## config.mk

```make
export PLATFORM = sky130hd
export DESIGN_NAME = best_fit_block_allocator
export DESIGN_NICKNAME = d
export VERILOG_FILES = /design/src/rtl/bfba_pkg.sv /design/src/rtl/best_fit_block_allocator.sv
export VERILOG_INCLUDE_DIRS = /design/src /design/src/rtl
export SDC_FILE = /design/constraint.sdc
export NUM_CORES = 1
export LEC_CHECK = 0
export ABC_AREA = 1
export BUFFER_PORTS_ARGS = -buffer_cell sky130_fd_sc_hd__buf_4
export CORE_ASPECT_RATIO = 1.75
export CORE_UTILIZATION = 55
export CTS_CLUSTER_DIAMETER = 200
export DETAILED_ROUTE_END_ITERATION = 16
export GPL_ROUTABILITY_DRIVEN = 0
export PLACE_DENSITY = 0.79
export SETUP_SLACK_MARGIN = 0.02
export SYNTH_ARGS = -nofsm -noshare
export SYNTH_HDL_FRONTEND = slang
export SYNTH_SLANG_ARGS = --single-unit
```

## constraint.sdc

```tcl
create_clock -name clk_i -period 4.6 [get_ports clk_i]
set_input_delay 1.38 -clock clk_i [delete_from_list [all_inputs] [get_ports clk_i]]
set_output_delay 1.38 -clock clk_i [all_outputs]
set_load 0.05 [all_outputs]
```

## src/rtl/best_fit_block_allocator_defines.svh

```systemverilog
// Assertion helpers for the best-fit allocator
`ifndef BEST_FIT_BLOCK_ALLOCATOR_DEFINES_SVH
`define BEST_FIT_BLOCK_ALLOCATOR_DEFINES_SVH

// Same-cycle implication
`define BFBA_ASSERT_IMP(lbl, ante, cons, msg) \
  lbl: assert property (@(posedge clk_i) disable iff (!rst_ni) (ante) |-> (cons)) \
    else $error(msg);

// Next-cycle implication
`define BFBA_ASSERT_NXT(lbl, ante, cons, msg) \
  lbl: assert property (@(posedge clk_i) disable iff (!rst_ni) (ante) |=> (cons)) \
    else $error(msg);

`endif

```

## src/rtl/bfba_pkg.sv

```systemverilog
package bfba_pkg;

  localparam int unsigned WasteW = 20;
  localparam int unsigned IndexW = 4;
  localparam int unsigned InSizeW = 16;
  localparam logic [WasteW-1:0] WasteMax = '1;

  typedef enum logic [1:0] {
    ST_LOADED  = 2'd0,
    ST_PLACED  = 2'd1,
    ST_WAITING = 2'd2,
    ST_FULL    = 2'd3
  } status_e;

  localparam logic MODE_LOAD = 1'b0;
  localparam logic MODE_REQ  = 1'b1;

endpackage

```

## src/rtl/best_fit_block_allocator.sv

```systemverilog
// Best-fit allocator over a table of MAX_BLOCKS fixed partitions. A load item
// (mode 0) appends a block size; a full table answers status full. A request
// item (mode 1) walks the loaded slots through the size memory's single read
// port, one slot per cycle, with one compare stage choosing the smallest free
// block that fits (lowest index on ties). The block takes no new item while
// one is in work; a finished result waits in the output register until taken.
// Sizes are taken modulo 2^SIZE_BITS and both waste totals saturate at
// 2^20 - 1. block_index carries the low four bits of the slot number.
`include "best_fit_block_allocator_defines.svh"

module best_fit_block_allocator
  import bfba_pkg::*;
#(
  parameter int unsigned MAX_BLOCKS = 16,
  parameter int unsigned SIZE_BITS  = 16
) (
  input  logic               clk_i,
  input  logic               rst_ni,
  input  logic               in_valid_i,
  output logic               in_stall_o,
  input  logic               in_mode_i,
  input  logic [InSizeW-1:0] in_size_i,
  output logic               out_valid_o,
  input  logic               out_stall_i,
  output logic [1:0]         out_status_o,
  output logic [IndexW-1:0]  out_block_index_o,
  output logic [WasteW-1:0]  out_internal_waste_o,
  output logic [WasteW-1:0]  out_external_waste_o
);

  localparam int unsigned IdxW  = (MAX_BLOCKS > 1) ? $clog2(MAX_BLOCKS) : 1;
  localparam int unsigned CntW  = $clog2(MAX_BLOCKS + 1);
  localparam int unsigned FreeW = SIZE_BITS + IdxW + 1;
  localparam int unsigned SumW  = SIZE_BITS + WasteW + 1;

  localparam logic [2:0] S_IDLE  = 3'd0;
  localparam logic [2:0] S_SCAN  = 3'd1;
  localparam logic [2:0] S_DRAIN = 3'd2;
  localparam logic [2:0] S_UPD   = 3'd3;
  localparam logic [2:0] S_DONE  = 3'd4;

  logic [SIZE_BITS-1:0] mem_q [MAX_BLOCKS];
  logic [SIZE_BITS-1:0] rdata_q;

  logic [2:0]            state_q, state_d;
  logic [CntW-1:0]       cnt_q, cnt_d;
  logic [MAX_BLOCKS-1:0] used_q, used_d;
  logic [IdxW-1:0]       ptr_q, ptr_d;
  logic                  pipe_v_q, pipe_v_d;
  logic [IdxW-1:0]       pipe_idx_q, pipe_idx_d;
  logic [SIZE_BITS-1:0]  req_q, req_d;
  logic                  found_q, found_d;
  logic [IdxW-1:0]       best_idx_q, best_idx_d;
  logic [SIZE_BITS-1:0]  best_size_q, best_size_d;
  logic [WasteW-1:0]     internal_q, internal_d;
  logic [FreeW-1:0]      free_q, free_d;
  status_e               res_status_q, res_status_d;
  logic [IdxW-1:0]       res_idx_q, res_idx_d;

  logic                  out_valid_q, out_valid_d;
  logic [1:0]            out_status_q, out_status_d;
  logic [IndexW-1:0]     out_idx_q, out_idx_d;
  logic [WasteW-1:0]     out_int_q, out_int_d;
  logic [WasteW-1:0]     out_ext_q, out_ext_d;

  logic                  mem_we;
  logic [IdxW-1:0]       mem_waddr;
  logic [SIZE_BITS+InSizeW-1:0] size_ext;
  logic [SIZE_BITS-1:0]  in_size;
  logic                  in_acc;
  logic                  fit;
  logic                  last_slot;
  logic [SIZE_BITS-1:0]  excess;
  logic [SumW-1:0]       waste_sum;
  logic [FreeW+WasteW-1:0] free_ext;
  logic [WasteW-1:0]     free_sat;
  logic [IdxW+IndexW-1:0] idx_ext;

  assign size_ext  = {{SIZE_BITS{1'b0}}, in_size_i};
  assign in_size   = size_ext[SIZE_BITS-1:0];
  assign in_stall_o = (state_q != S_IDLE);
  assign in_acc    = in_valid_i && !in_stall_o;
  assign fit       = pipe_v_q && (rdata_q >= req_q) && (!found_q || rdata_q < best_size_q);
  assign last_slot = (CntW'(ptr_q) + CntW'(1)) == cnt_q;
  assign excess    = best_size_q - req_q;
  assign waste_sum = SumW'(internal_q) + SumW'(excess);
  assign free_ext  = {{WasteW{1'b0}}, free_q};
  assign free_sat  = (free_ext > (FreeW+WasteW)'(WasteMax)) ? WasteMax : free_ext[WasteW-1:0];
  assign idx_ext   = {{IndexW{1'b0}}, res_idx_q};

  always_comb begin
    state_d      = state_q;
    cnt_d        = cnt_q;
    used_d       = used_q;
    ptr_d        = ptr_q;
    pipe_v_d     = 1'b0;
    pipe_idx_d   = ptr_q;
    req_d        = req_q;
    found_d      = found_q;
    best_idx_d   = best_idx_q;
    best_size_d  = best_size_q;
    internal_d   = internal_q;
    free_d       = free_q;
    res_status_d = res_status_q;
    res_idx_d    = res_idx_q;
    mem_we       = 1'b0;
    mem_waddr    = cnt_q[IdxW-1:0];
    out_valid_d  = out_valid_q && out_stall_i;
    out_status_d = out_status_q;
    out_idx_d    = out_idx_q;
    out_int_d    = out_int_q;
    out_ext_d    = out_ext_q;

    if (fit) begin
      found_d     = 1'b1;
      best_idx_d  = pipe_idx_q;
      best_size_d = rdata_q;
    end

    unique case (state_q)
      S_IDLE: begin
        if (in_acc) begin
          res_idx_d = '0;
          state_d   = S_DONE;
          if (in_mode_i == MODE_LOAD) begin
            if (cnt_q == CntW'(MAX_BLOCKS)) begin
              res_status_d = ST_FULL;
            end else begin
              mem_we                    = 1'b1;
              used_d[cnt_q[IdxW-1:0]]   = 1'b0;
              cnt_d                     = cnt_q + CntW'(1);
              free_d                    = free_q + FreeW'(in_size);
              res_status_d              = ST_LOADED;
              res_idx_d                 = cnt_q[IdxW-1:0];
            end
          end else begin
            req_d        = in_size;
            found_d      = 1'b0;
            ptr_d        = '0;
            res_status_d = ST_WAITING;
            if (cnt_q != '0) begin
              state_d = S_SCAN;
            end
          end
        end
      end
      S_SCAN: begin
        pipe_v_d = !used_q[ptr_q];
        ptr_d    = ptr_q + IdxW'(1);
        if (last_slot) begin
          state_d = S_DRAIN;
        end
      end
      S_DRAIN: begin
        state_d = S_UPD;
      end
      S_UPD: begin
        if (found_q) begin
          used_d[best_idx_q] = 1'b1;
          internal_d   = (waste_sum > SumW'(WasteMax)) ? WasteMax : waste_sum[WasteW-1:0];
          free_d       = free_q - FreeW'(best_size_q);
          res_status_d = ST_PLACED;
          res_idx_d    = best_idx_q;
        end
        state_d = S_DONE;
      end
      S_DONE: begin
        if (!out_valid_q || !out_stall_i) begin
          out_valid_d  = 1'b1;
          out_status_d = res_status_q;
          out_idx_d    = idx_ext[IndexW-1:0];
          out_int_d    = internal_q;
          out_ext_d    = free_sat;
          state_d      = S_IDLE;
        end
      end
      default: state_d = S_IDLE;
    endcase
  end

  always_ff @(posedge clk_i or negedge rst_ni) begin
    if (!rst_ni) begin
      state_q     <= S_IDLE;
      cnt_q       <= '0;
      used_q      <= '0;
      ptr_q       <= '0;
      pipe_v_q    <= 1'b0;
      found_q     <= 1'b0;
      internal_q  <= '0;
      free_q      <= '0;
      out_valid_q <= 1'b0;
    end else begin
      state_q     <= state_d;
      cnt_q       <= cnt_d;
      used_q      <= used_d;
      ptr_q       <= ptr_d;
      pipe_v_q    <= pipe_v_d;
      found_q     <= found_d;
      internal_q  <= internal_d;
      free_q      <= free_d;
      out_valid_q <= out_valid_d;
    end
  end

  always_ff @(posedge clk_i) begin
    pipe_idx_q   <= pipe_idx_d;
    req_q        <= req_d;
    best_idx_q   <= best_idx_d;
    best_size_q  <= best_size_d;
    res_status_q <= res_status_d;
    res_idx_q    <= res_idx_d;
    out_status_q <= out_status_d;
    out_idx_q    <= out_idx_d;
    out_int_q    <= out_int_d;
    out_ext_q    <= out_ext_d;
  end

  // size table: one write port, one registered read port
  always_ff @(posedge clk_i) begin
    if (mem_we) begin
      mem_q[mem_waddr] <= in_size;
    end
    rdata_q <= mem_q[ptr_q];
  end

  assign out_valid_o          = out_valid_q;
  assign out_status_o         = out_status_q;
  assign out_block_index_o    = out_idx_q;
  assign out_internal_waste_o = out_int_q;
  assign out_external_waste_o = out_ext_q;

  `BFBA_ASSERT_NXT(a_mark_used, (state_q == S_UPD) && found_q, used_q[$past(best_idx_q)], "chosen block not marked used")
  `BFBA_ASSERT_IMP(a_best_fits, (state_q == S_UPD) && found_q, best_size_q >= req_q, "chosen block smaller than request")
  `BFBA_ASSERT_NXT(a_load_count, in_acc && (in_mode_i == MODE_LOAD) && (cnt_q != CntW'(MAX_BLOCKS)), cnt_q == $past(cnt_q) + CntW'(1), "load did not advance count")
  `BFBA_ASSERT_IMP(a_cnt_range, 1'b1, cnt_q <= CntW'(MAX_BLOCKS), "block count beyond table")

endmodule

```

# --- After elaboration in Yosys (flattened, before gate mapping) ---
# Memory sizes are Yosys's and may differ from the RTL's. A register that Yosys moved wholly into a read port is not among the register bits.
# Cells that the tools add are included.
classes:
  n_addsub: 7
  n_bitwise: 5
  n_mux: 49
  eq_ne: 13
  reduce_logical: 26
  magnitude_cmp: 9
ops:
  columns: ["cell", "count"]
  rows:
  - ["$mux W21", 4]
  - ["$mux W16", 4]
  - ["$gt A21 B20 Y1 const B", 2]
  - ["$pmux W21 S2", 1]
  - ["$pmux W16 S2", 1]
  - ["$mux W4", 6]
  - ["$add A20 B16 Y21", 1]
  - ["$add A21 B16 Y21", 1]
  - ["$sub A21 B16 Y21", 1]
  - ["$mux W20", 1]
  - ["$and A16 B16 Y16", 1]
  - ["$ge A16 B16 Y1", 1]
  - ["$lt A16 B16 Y1", 1]
  - ["$mux W1", 16]
  - ["$not A16 Y16", 1]
  - ["$or A16 B16 Y16", 1]
  - ["$pmux W4 S2", 2]
  - ["$sub A16 B16 Y16", 1]
  - ["$lt A4 B5 Y1 const B", 3]
  - ["$mux W3", 5]
  - ["$pmux W3 S5", 1]
  - ["$ne A2 B2 Y1 const B", 7]
  - ["$reduce_and A3 Y1", 4]
  - ["$demux W1 S4", 2]
  - ["23 further kinds", 41]
totals:
  regBits: 164
  input_bits: 21
  output_inout_bits: 48
  ramBits: 256
  n_memories: 1
memory_table:
  columns: ["memory", "depth", "width", "read_ports", "rd_clocked_by_memory_dff", "wr", "line", "rtl"]
  rows:
  - ["mem_q", 16, 16, 1, 1, 1, "best_fit_block_allocator.sv:42", "logic [SIZE_BITS-1:0] mem_q [MAX_BLOCKS];"]

# --- Longest topological paths before layout ---
# Gate-level depths: netlist of the first run.
logic_depth:
  word_depth: 10
  mapped_depth: 21

# --- Worst setup path after synthesis of the first run ---
# Ideal clock, no wire load.
synth_timing:
  path_type: "input -> register"
  start: "input port out_stall_i"
  end: "register out_idx_q[0], in the netlist out_block_index_o[0], enable pin"
  t_arrival_ns: 3.588
  t_required_ns: 4.135
  setup_slack_ns: 0.547
  cell_stages: 1
  n_path_buf: 0
  path_cell_list: "a21oi_1"
synth_between:
  elab_chain_len: 3
synth_rtl:
  columns: ["element", "line", "rtl"]
  rows:
  - ["start: declaration", "best_fit_block_allocator.sv:24", "input logic out_stall_i,"]
  - ["$logic_not A1 Y1", "best_fit_block_allocator.sv:168", "if (!out_valid_q || !out_stall_i) begin"]
  - ["$logic_or A1 B1 Y1", "best_fit_block_allocator.sv:168", null]
  - ["$reduce_and A2 Y1 (no line)", null, null]
  - ["end signal: assignment", "best_fit_block_allocator.sv:213", "out_idx_q <= out_idx_d;"]
  - ["end: declaration", "best_fit_block_allocator.sv:62", "logic [IndexW-1:0] out_idx_q, out_idx_d;"]
# Every way passes these cells.
# A chain may end at the register's enable or synchronous reset.

# --- Final worst setup path of the first run ---
layout_timing:
  start: "register best_size_q[0]"
  end: "register internal_q[3]"
layout_between:
  elab_chain_len: 4
layout_rtl:
  columns: ["element", "line", "rtl"]
  rows:
  - ["start: declaration", "best_fit_block_allocator.sv:54", "logic [SIZE_BITS-1:0] best_size_q, best_size_d;"]
  - ["start signal: assignment", "best_fit_block_allocator.sv:209", "best_size_q <= best_size_d;"]
  - ["$sub A16 B16 Y16 (*)", "best_fit_block_allocator.sv:85", "assign excess = best_size_q - req_q;"]
  - ["$add A20 B16 Y21 (*)", "best_fit_block_allocator.sv:86", "assign waste_sum = SumW'(internal_q) + SumW'(excess);"]
  - ["$gt A21 B20 Y1", "best_fit_block_allocator.sv:160", "internal_d = (waste_sum > SumW'(WasteMax)) ? WasteMax : waste_sum[WasteW-1:0];"]
  - ["$mux W20 (*)", "best_fit_block_allocator.sv:160", null]
  - ["end signal: assignment", "best_fit_block_allocator.sv:199", "internal_q <= internal_d;"]
  - ["end: declaration", "best_fit_block_allocator.sv:55", "logic [WasteW-1:0] internal_q, internal_d;"]
# Every way passes the cells marked *; elsewhere a longest branch is shown, timed or not.

==> summary.txt, run 1 <==
Run status
  • Status: finished, final reports clean

Layout
  • Fillers: 2,914
  • Commonest non-fill, non-tap cell in the layout: nand2_1
  • Most frequent cells in the layout: nand2_1, edfxtp_1, inv_1
  • Fraction of layout cells with a size suffix above 1: 10.39%
  • Final nets: 2,242
  • Final Non-Filler Cells: 2,635
  • Antenna Cells: 0
  • Final Cell Area: about 0.023 mm^2
  • Layout area overhead: 11.43%

Timing
  • Unrepaired setup endpoints after global routing: false
  • Endpoints failing hold: 0
  • Max Fclk: 263.6 MHz
  • Period utilisation layout: between 80% and 90%
  • Worst slew margin: 33.15%
  • Worst-Margin Slew: approximately 1 ns
  • Worst Slack Setup Final: approximately 0.8 ns
  • Setup TNS: 0 ns
  • Max-slew violation count: 0
  • Setup Viol. Count Final: 0
  • Fin crit period: 3.793 ns
  • Final Skew: between 0.015 and 0.02 ns

Clock tree
  • Setup Fix Bufs, Post-CTS: 0
  • Post-CTS Resized: 0
  • Cts bufs inserted: 38
  • CTS H-tree lvls: 2
  • CTS clk-pin slew, worst paths: ~0.070 ns
  • CTS root buf: clkbuf_16
  • Hold_buf cts: 0
  • Worst-Skew Late Latency: 0.56 ns
  • CTS tree: built
  • Clk buf depth: 3
  • CTS Sinks: 436

Route
  • First-pass DRT Iterations: 7
  • Routed Wire Length: 55,700 um
  • Detailed Route Iter0 Violations: 1,486
  • Post-route ant nets: 0
  • Vias: 16,030
  • DR vias/cell: 6.082
  • Residual DRC: 0
  • Wire per inst: ~21 um

Global route
  • First-pass GRT wire length: ~86,000 um
  • Largest net degree at the start of global routing: 137
  • Initial antenna violation count: 0
  • Vias in the first global route: 16,040
  • Total Routing Usage GR: 29.62%
  • Total grt overflow: 0

Critical path
  • CP Data Required Time: ~5 ns
  • Buf+Inv Stages, Crit Path: 1
  • Startpoint Class: flop
  • Crit path cell chain: inv_1 -> ha_1 -> fa_1 -> o21ai_0 -> a21oi_1 -> nor2_1 -> nor2_1 -> xnor2_1 -> ha_1 -> nand2_1 -> o21ai_0 -> a21oi_1 -> nand2_1 -> nand3_2 -> o211ai_1
  • Worst R2R Path Depth: 15
  • Critical path fanouts, max: 19
  • Stages on the worst setup path: 15
  • Worst R2R End: internal_q[3]
  • Kind of critical path: reg2reg
  • Critical path arrival: roughly 4.3 ns
  • Worst setup EP type: flop
  • Slowest cell on crit path: o21ai_0
  • Reg2reg setup slack: 0.81 ns
  • Max stage delay on crit path: approximately 0.46 ns
  • RR Startpoint: best_size_q[0]
  • Crit path max-delay family: compound AO/OA/AOI/OAI gates

Synth
  • Share of the synthesized area in the top cell type: 49.57%
  • Mean Syn Cell Area: 10.16 um^2
  • Post-synth EDFFs: 344
  • Simple-Gate Fraction of Synth Area: 17.56%
  • Syn nets: 2,165
  • Mux cell area share after synthesis: 0%
  • Asr flop ratio synth: 16.51%
  • Post-Synth XOR/XNOR Area: under 10%
  • Synth Instances: between 2,000 and 2,500
  • Adder-Cell Fraction of Synth Area: 5.692%
  • Synthesized area: 0.02084 mm^2
  • Post-synthesis sequential area ratio: 60.14%
  • Main combinational cell family by area after synthesis: simple AND/OR/NAND/NOR gates
  • Post-synth top flop: edfxtp_1
  • Synth unique cells: 48
  • Ranking of synthesized cells by area: edfxtp_1, dfrtp_1, nand2_1
  • Cell taking the most area after synthesis: edfxtp_1
  • Synth Area in Compound Gates: 10.24%
  • Synth Warn #: 0
  • Synth Register Bits: between 400 and 500

Placement
  • Placed Instances: roughly 2,600
  • Post-DP HPWL: ~38,000 um
  • Pre-CTS setup slack: 0.4424 ns
  • IO Port Bufs: 68
  • Placed standard-cell area: 0.02200 mm^2

Die
  • Row count: 94
  • Die W: 149.1 um
  • Starting Density: a little under three fifths
  • Core area: 0.03752 mm^2
  • Die height: 259.5 um
  • Die area: 0.03870 mm^2
  • IO Count: 69

Min path
  • Worst Hold Path Cells: 0
  • HP Class: reg2reg
  • WHS Endpoint: best_idx_q[0]
  • Hold Crit Start: pipe_idx_q[0]

Power and ir drop
  • Overall Power: 14.65 mW
  • Worst vdd ir: ~0.38 mV
  • Pwr Density: 631.0 mW/mm^2
  • Leakage Power: 9.379 nW

Run
  • Number of max-cap violations: 0
-- final cells by class --
cell class                 count  area, um^2  area share [%]
sequential                   436       12540           53.99
multi-input combinational   1367        7341           31.62
clock buffer                  49        1002           4.316
timing repair buffer         106       845.8           3.643
inverter                     179       676.9           2.915
tap                          480       600.6           2.587
clock inverter                18       216.5          0.9323
-- per-stage QoR --
stage / hold slack [ns] / utilization (%)
finish: 0.4104 / 61.89
global route: 0.4184 / 61.89
CTS: 0.4112 / 61.89
detailed placement: 0.3936 / 58.64
global placement: 0.3863 / 58.64
floorplan: 0.3422 / -
-- how the worst max path moves through the flow --
stage	from	endpoint	slack, ns
6_report	best_size_q[0]	internal_q[3]	0.81
4_1_cts	req_q[0]	internal_q[3]	0.83
3_5_place_dp	in_size_i[2]	free_q[18]	0.44
3_3_place_gp	in_size_i[6]	free_q[18]	0.52
5_1_grt	best_size_q[0]	internal_q[3]	0.54
2_1_floorplan	out_stall_i	out_block_index_o[0]	0.55
-- per-layer routing --
layer  global-route usage (%)  vias to the layer above  share of wire, %
li1                         -                     7294                 -
met1                    30.82                     7667                33
met2                    53.99                      801                53
met3                    4.218                      263               6.7
met4                    20.80                        0               7.1
met5                        0                        -                 0
-- sequential cells by signal, indices dropped and copies added, names as in the netlist --
name / cells
out_status_o: 2
out_external_waste_o: 20
req_q: 16
out_block_index_o: 4
best_size_q: 16
pipe_v_q: 1
out_internal_waste_o: 20
free_q: 21
internal_q: 20
found_q: 1
out_valid_o: 1
mem_q: 256
cnt_q: 5
res_status_q: 2
rdata_q: 16
best_idx_q: 4
state_q: 3
res_idx_q: 4
pipe_idx_q: 4
pipe_idx_d: 4
used_q: 16
-- kinds of logic (layout without fill, tap and decap cells) --
logic type               count (synthesis)  count (layout)
AND/OR/NAND/NOR                        852             852
flip-flops                             436             436
buffers and inverters                  248             352
XOR/XNOR                                38              38
adder cells (fa/ha/maj)                 93              93
AO/OA/AOI/OAI                          384             384
-- cell usage after synthesis, types with 4 or more instances --
library cell	count
buf_2	25
nor2_2	14
o211ai_1	6
ha_1	90
o22ai_1	28
a21oi_1	120
dfrtp_1	72
nor3_1	19
a211oi_1	16
nor2_1	159
o21ai_1	42
a31oi_1	4
inv_1	170
nand4_1	29
clkbuf_1	36
dfxtp_1	20
nand2_1	449
or2_2	23
o21bai_1	4
o21ai_0	134
xnor2_1	20
o21a_1	4
xor2_1	18
edfxtp_1	344
nand3b_1	8
nand2_2	5
inv_2	7
o221ai_1	11
buf_1	4
nand3_1	137
-- power breakdown --
| part | internal (mW) | leakage, nW | switching [mW] | total (mW) |
|---|---|---|---|---|
| Sequential | 4.97 | 4.15 | 0.555 | 5.52 |
| Combinational | 1.95 | 4.64 | 4.00 | 5.95 |
| Clock | 1.74 | 0.588 | 1.45 | 3.18 |
| Total | 8.65 | 9.38 | 6.00 | 14.7 |
(Power assumes the default switching activity.)
==> run 2, diff against run 1 <==
==> constraint.sdc (replaced) <==
create_clock -name clk_i -period 3.5 [get_ports clk_i]
set_input_delay 1.05 -clock clk_i [delete_from_list [all_inputs] [get_ports clk_i]]
set_output_delay 1.05 -clock clk_i [all_outputs]
set_load 0.05 [all_outputs]
==> run 2 against run 1 <==
Against the previous run:
- first-iteration DRC count is 3.4% lower
- sequential power is 30% higher
- combinational power is 44% higher
- utilization is 2.0 points higher
- final cell count is 3.1% higher
- wire length is 3.7% higher
- non-clock buffer count is 79 higher
- global-route usage is 0.82 points higher
- sequential cell count stayed put
- critical path depth stayed put
- total power is 37% higher
- register-to-register slack worse by 0.60 ns
==> summary.txt, run 2 (synthesis results as in run 1) <==
Die
  • Die W: 149.1 um
  • Die area: just under 0.04 mm^2
  • Core area: 0.03752 mm^2
  • Row count: 94
  • IO Count: 69
  • Starting Density: a little under three fifths
  • Die height: about 260 um

Critical path
  • Max stage delay on crit path: 0.42 ns
  • Buf+Inv Stages, Crit Path: 2
  • Kind of critical path: in2reg
  • Crit path max-delay family: simple AND/OR/NAND/NOR gates
  • Worst setup EP type: flop
  • Critical path arrival: 3.80 ns
  • CP Data Required Time: 3.94 ns
  • Critical path fanouts, max: 5
  • Slowest cell on crit path: ha_1
  • Crit path cell chain: buf_4 -> inv_1 -> nand4_1 -> nor2_1 -> nor2_1 -> o21ai_0 -> o21ai_0 -> ha_1 -> a21oi_1 -> nand2_1 -> nand2_1 -> nand3_1 -> or2_2 -> nand3_1 -> o21ai_1
  • Startpoint Class: input pin

Layout
  • Final nets: 2,321
  • Largest Register: mem_q
  • Layout area overhead: 14.96%
  • Final Cell Area: 0.02395 mm^2
  • Max FFs per register: 256
  • Fraction of layout cells with a size suffix above 1: approximately 15%
  • Biggest regs: mem_q x256, free_q x21
  • Final Non-Filler Cells: 2,717
  • Most frequent cells in the layout: nand2_1, edfxtp_1, buf_4
  • Fillers: 2,808
  • Commonest non-fill, non-tap cell in the layout: nand2_1
  • Core Util, Final: 63.85%

Timing
  • Hold_ws: 0.4058 ns
  • Fin crit period: ~3.4 ns
  • Max-slew violation count: 0
  • Setup TNS: 0 ns
  • Worst slew margin: 54.49%
  • Worst Slack Setup Final: between 0.1 and 0.15 ns
  • Final Skew: 0.01750 ns
  • Endpoints failing hold: 0
  • Setup Viol. Count Final: 0
  • Period utilisation layout: 95.99%
  • Unrepaired setup endpoints after global routing: false
  • Worst-Margin Slew: between 0.6 and 0.7 ns
  • Max Fclk: ~300 MHz

Placement
  • Post-DP HPWL: 39,040 um
  • IO Port Bufs: 68
  • Placed Instances: around 2,600
  • Pre-CTS setup slack: -0.2897 ns
  • Placed standard-cell area: 0.02257 mm^2

Power and ir drop
  • Worst vdd ir: 0.4290 mV
  • Pwr Density: 840.1 mW/mm^2
  • Leakage Power: 9.805 nW
  • Overall Power: 20.12 mW

Global route
  • Total Routing Usage GR: a little under a third
  • Total grt overflow: 0
  • Vias in the first global route: 16,480
  • First-pass GRT wire length: 88,090 um
  • Initial antenna violation count: 0
  • Largest net degree at the start of global routing: 143

Route
  • Vias: between 15,000 and 20,000
  • Post-route ant nets: 0
  • Wire per inst: roughly 21 um
  • Routed Wire Length: 57,780 um
  • DR vias/cell: 5.960
  • Detailed Route Iter0 Violations: 1,435
  • First-pass DRT Iterations: 5
  • Residual DRC: 0

Clock tree
  • Cts bufs inserted: 38
  • CTS tree: built
  • CTS Sinks: 436
  • Clk buf depth: 3
  • CTS H-tree lvls: 2
  • Worst-Skew Late Latency: 0.56 ns
  • CTS clk-pin slew, worst paths: 0.07 ns
  • CTS root buf: clkbuf_16

Min path
  • HP Class: reg2reg

Run status
  • Status: finished, final reports clean

Run
  • Number of max-cap violations: 0
## run 2: cell count changes in the layout (fill, tap and decap cells not counted), moves of 4 or more
cell      delta
a21oi_2      +7
o21ai_1      +4
o21ai_0      -4
clkbuf_8     +5
a21oi_1      -7
buf_4       +80
## run 2: layer usage
layer,global-route usage (%),vias to the layer above,share of wire (%),routed length (um)
met1,30.52,7608,32,18540
met3,5.694,331,7.5,4345
met4,24.55,0,9.0,5190
li1,-,7443,-,-
met5,0,-,0,0
met2,54.30,812,51,29710
## run 2: report_power, final
part	switching [mW]	total [mW]	internal [mW]
sequential	0.633	7.16	6.53
combinational	5.55	8.54	2.99
clock	1.88	4.43	2.55
## run 2: final timing paths
check,from,to,slack [ns],depth (start not counted)
min,pipe_idx_q[2],best_idx_q[2],0.41,0
min in group asynchronous,rst_ni,pipe_idx_d[1],0.47,1
min reg2reg,pipe_idx_q[2],best_idx_q[2],0.41,0
max reg2reg,req_q[0],internal_q[13],0.21,16
max,in_size_i[3],free_q[12],0.14,15
max in group asynchronous,rst_ni,out_valid_o,2.21,2
## run 2: final cells by class
type / instances / area, um^2 / share of cell area, %
diodes: 1 / 2.502 / 0.01045
clock buffers: 53 / 1089 / 4.544
clock inverters: 16 / 210.2 / 0.8775
inverters: 179 / 676.9 / 2.826
multi-input cells: 1367 / 7413 / 30.95
flip-flops and latches: 436 / 12540 / 52.33
well taps: 480 / 600.6 / 2.507
repair buffers: 185 / 1426 / 5.955
## run 2: worst register-to-register path, delay by kind of cell (launching register included)
family                     cells  cell delay, ns
adders and majority gates      3            0.94
buffers and inverters          3            0.35
xor gates and xnor gates       1            0.16
AOI/OAI and AO/OA              4            0.81
DFF                            1            0.41
and+or+nand+nor                5            0.50
## run 2: repair_timing
| action | CTS | global route |
|---|---|---|
| endpoints found under the setup margin | 0 | 24 |
| hold buffers | 0 | 0 |
| setup buffers | 0 | 2 |
| gates resized for setup | 0 | 22 |
==> run 3, diff against run 2 <==
==> constraint.sdc (replaced) <==
create_clock -name clk_i -period 3.93 [get_ports clk_i]
set_input_delay 1.179 -clock clk_i [delete_from_list [all_inputs] [get_ports clk_i]]
set_output_delay 1.179 -clock clk_i [all_outputs]
set_load 0.05 [all_outputs]
==> run 3 against run 2 <==
Against the previous run:
- clock power fell by 19%
- global-route usage shrank 0.61 points
- wire length fell by 1.8%
- die area is the same
- setup slack improved by 0.25 ns
- via count down 1.1%
- total power fell by 15%
- clock skew is 0.0066 ns higher
- sequential cell count unchanged
- final cell count shrank 2.1%
- sequential share of layout area rose by 1.3 points
- utilization down 1.6 points
==> summary.txt, run 3 (synthesis results as in run 1) <==
Die
  • Die area: 0.03870 mm^2
  • Starting Density: 55.54%
  • Die height: roughly 260 um
  • Row count: 94
  • Die W: 149.1 um
  • Core area: 0.03752 mm^2
  • IO Count: 69

Layout
  • Core Util, Final: 62.27%
  • Final Non-Filler Cells: 2,661
  • Multi-input logic area: 0.007348 mm^2
  • Antenna Cells: 0
  • Fillers: 2,853
  • Max FFs per register: 256
  • Biggest regs: mem_q x256, free_q x21
  • Most frequent cells in the layout: nand2_1, edfxtp_1, inv_1
  • Final nets: 2,266
  • Largest Register: mem_q
  • Seq. cell area: 0.01254 mm^2
  • Commonest non-fill, non-tap cell in the layout: nand2_1
  • Fraction of layout cells with a size suffix above 1: 11.51%
  • Layout area overhead: 12.11%

Global route
  • GR peak layer: met2
  • Met1 GRT Util: 29.85%
  • M3 GR Usage: under 10%
  • Vias in the first global route: 16,020
  • Total grt overflow: 0
  • First-pass GRT wire length: 85,820 um
  • Met2 usage: 53.58%
  • Initial antenna violation count: 1
  • Largest net degree at the start of global routing: 94
  • Total Routing Usage GR: between 20% and 30%

Critical path
  • Worst R2R Path Depth: 17
  • Critical path arrival: 4.04 ns
  • Startpoint Class: flop
  • Crit path launch: best_size_q[3]
  • Last element of the critical path: internal_q[15]
  • Reg2reg setup slack: 0.39 ns
  • RR Startpoint: best_size_q[3]
  • Critical path fanouts, max: 19
  • Worst R2R End: internal_q[15]
  • Kind of critical path: reg2reg
  • CP Data Required Time: 4.43 ns
  • Worst setup EP type: flop

Timing
  • Max-slew violation count: 0
  • Setup TNS: 0 ns
  • Final Skew: 0.02405 ns
  • Fin crit period: about 3.5 ns
  • Period utilisation layout: 90.07%
  • Worst Slack Setup Final: 0.3903 ns
  • Worst slew margin: 32.55%
  • Worst-Margin Slew: 1.012 ns
  • Endpoints failing hold: 0
  • Setup Viol. Count Final: 0
  • Unrepaired setup endpoints after global routing: false
  • Max Fclk: 282.5 MHz

Power and ir drop
  • Leakage Power: between 9 and 10 nW
  • Pwr Density: 733.6 mW/mm^2
  • Worst vdd ir: roughly 0.34 mV

Clock tree
  • Setup Fix Bufs, Post-CTS: 0
  • CTS H-tree lvls: 2
  • Post-CTS Resized: 0
  • CTS root buf: clkbuf_16
  • Clk buf depth: 3
  • CTS clk-pin slew, worst paths: approximately 0.060 ns
  • CTS tree: built
  • Cts bufs inserted: 37
  • Hold_buf cts: 0
  • Worst-Skew Late Latency: 0.57 ns
  • CTS Sinks: 436

Placement
  • Post-DP HPWL: 38,730 um
  • Placed Instances: approximately 2,600
  • Pre-CTS setup slack: between 0.06 and 0.07 ns
  • IO Port Bufs: 68

Run status
  • Status: finished, final reports clean

Route
  • Detailed Route Iter0 Violations: 1,369
  • Post-route ant nets: 0
  • Residual DRC: 0
  • Routed Wire Length: 56,770 um
  • First-pass DRT Iterations: 6
  • Wire per inst: ~21 um
  • Vias: 16,020
  • DR vias/cell: 6.019

Run
  • Number of max-cap violations: 0

Min path
  • HP Class: reg2reg
## run 3: area by class of cell
class / instances / share of cell area, %
clock inverter: 17 / 0.6052
inverter: 179 / 2.898
timing repair buffer: 131 / 4.317
sequential: 436 / 53.66
multi-input combinational: 1367 / 31.46
tap: 480 / 2.571
clock buffer: 51 / 4.494
## run 3: worst max-delay path, cell delays in order (launching register included)
cell and delay [ns]:
edfxtp_1 0.56, ha_1 0.43, nand2_1 0.09, inv_1 0.12, nand3_1 0.10, o221ai_1 0.32
nand2_1 0.14, nand2_1 0.13, xor2_1 0.08, ha_1 0.36, nand2_1 0.13, nor4_1 0.30
nand2_1 0.08, nand2_1 0.15, nand3_4 0.25, nand2_1 0.13, inv_1 0.04, nand2_1 0.06
## run 3: power breakdown
| group | switching [mW] | leakage (nW) | total, mW | internal (mW) |
|---|---|---|---|---|
| Sequential | 0.646 | 4.15 | 6.46 | 5.81 |
| Clock | 1.68 | 0.578 | 3.58 | 1.90 |
| Combinational | 4.74 | 4.75 | 7.10 | 2.36 |
## run 3: worst min path at each step
| stage | endpoint | depth (start not counted) | slack, ns | from |
|---|---|---|---|---|
| 6_report | best_idx_q[3] | 0 | 0.41 | pipe_idx_q[3] |
| 5_1_grt | best_idx_q[3] | 0 | 0.42 | pipe_idx_q[3] |
| 4_1_cts | best_idx_q[3] | 0 | 0.41 | pipe_idx_q[3] |
| 3_5_place_dp | best_idx_q[0] | 0 | 0.39 | pipe_idx_q[0] |
| 3_3_place_gp | best_idx_q[0] | 0 | 0.39 | pipe_idx_q[0] |
| 2_1_floorplan | pipe_idx_q[2] | 0 | 0.34 | pipe_idx_d[2] |
## run 3: layer usage
metal	wire, um	part of all wire [%]
met1	18230	32
met2	29580	52
met5	11	0.019
met3	3923	6.9
met4	5021	8.8
## run 3: stage by stage
| step | power (mW) | hold slack (ns) | area (um^2) |
|---|---|---|---|
| after global placement | 13.16 | 0.3865 | 22160 |
| after floorplan | 11.28 | 0.3422 | 20840 |
| after CTS | 17.00 | 0.4146 | 23350 |
| after global routing | 18.11 | 0.4186 | 23360 |
| final | 17.14 | 0.4107 | 23360 |
| after detailed placement | 13.41 | 0.3912 | 22160 |
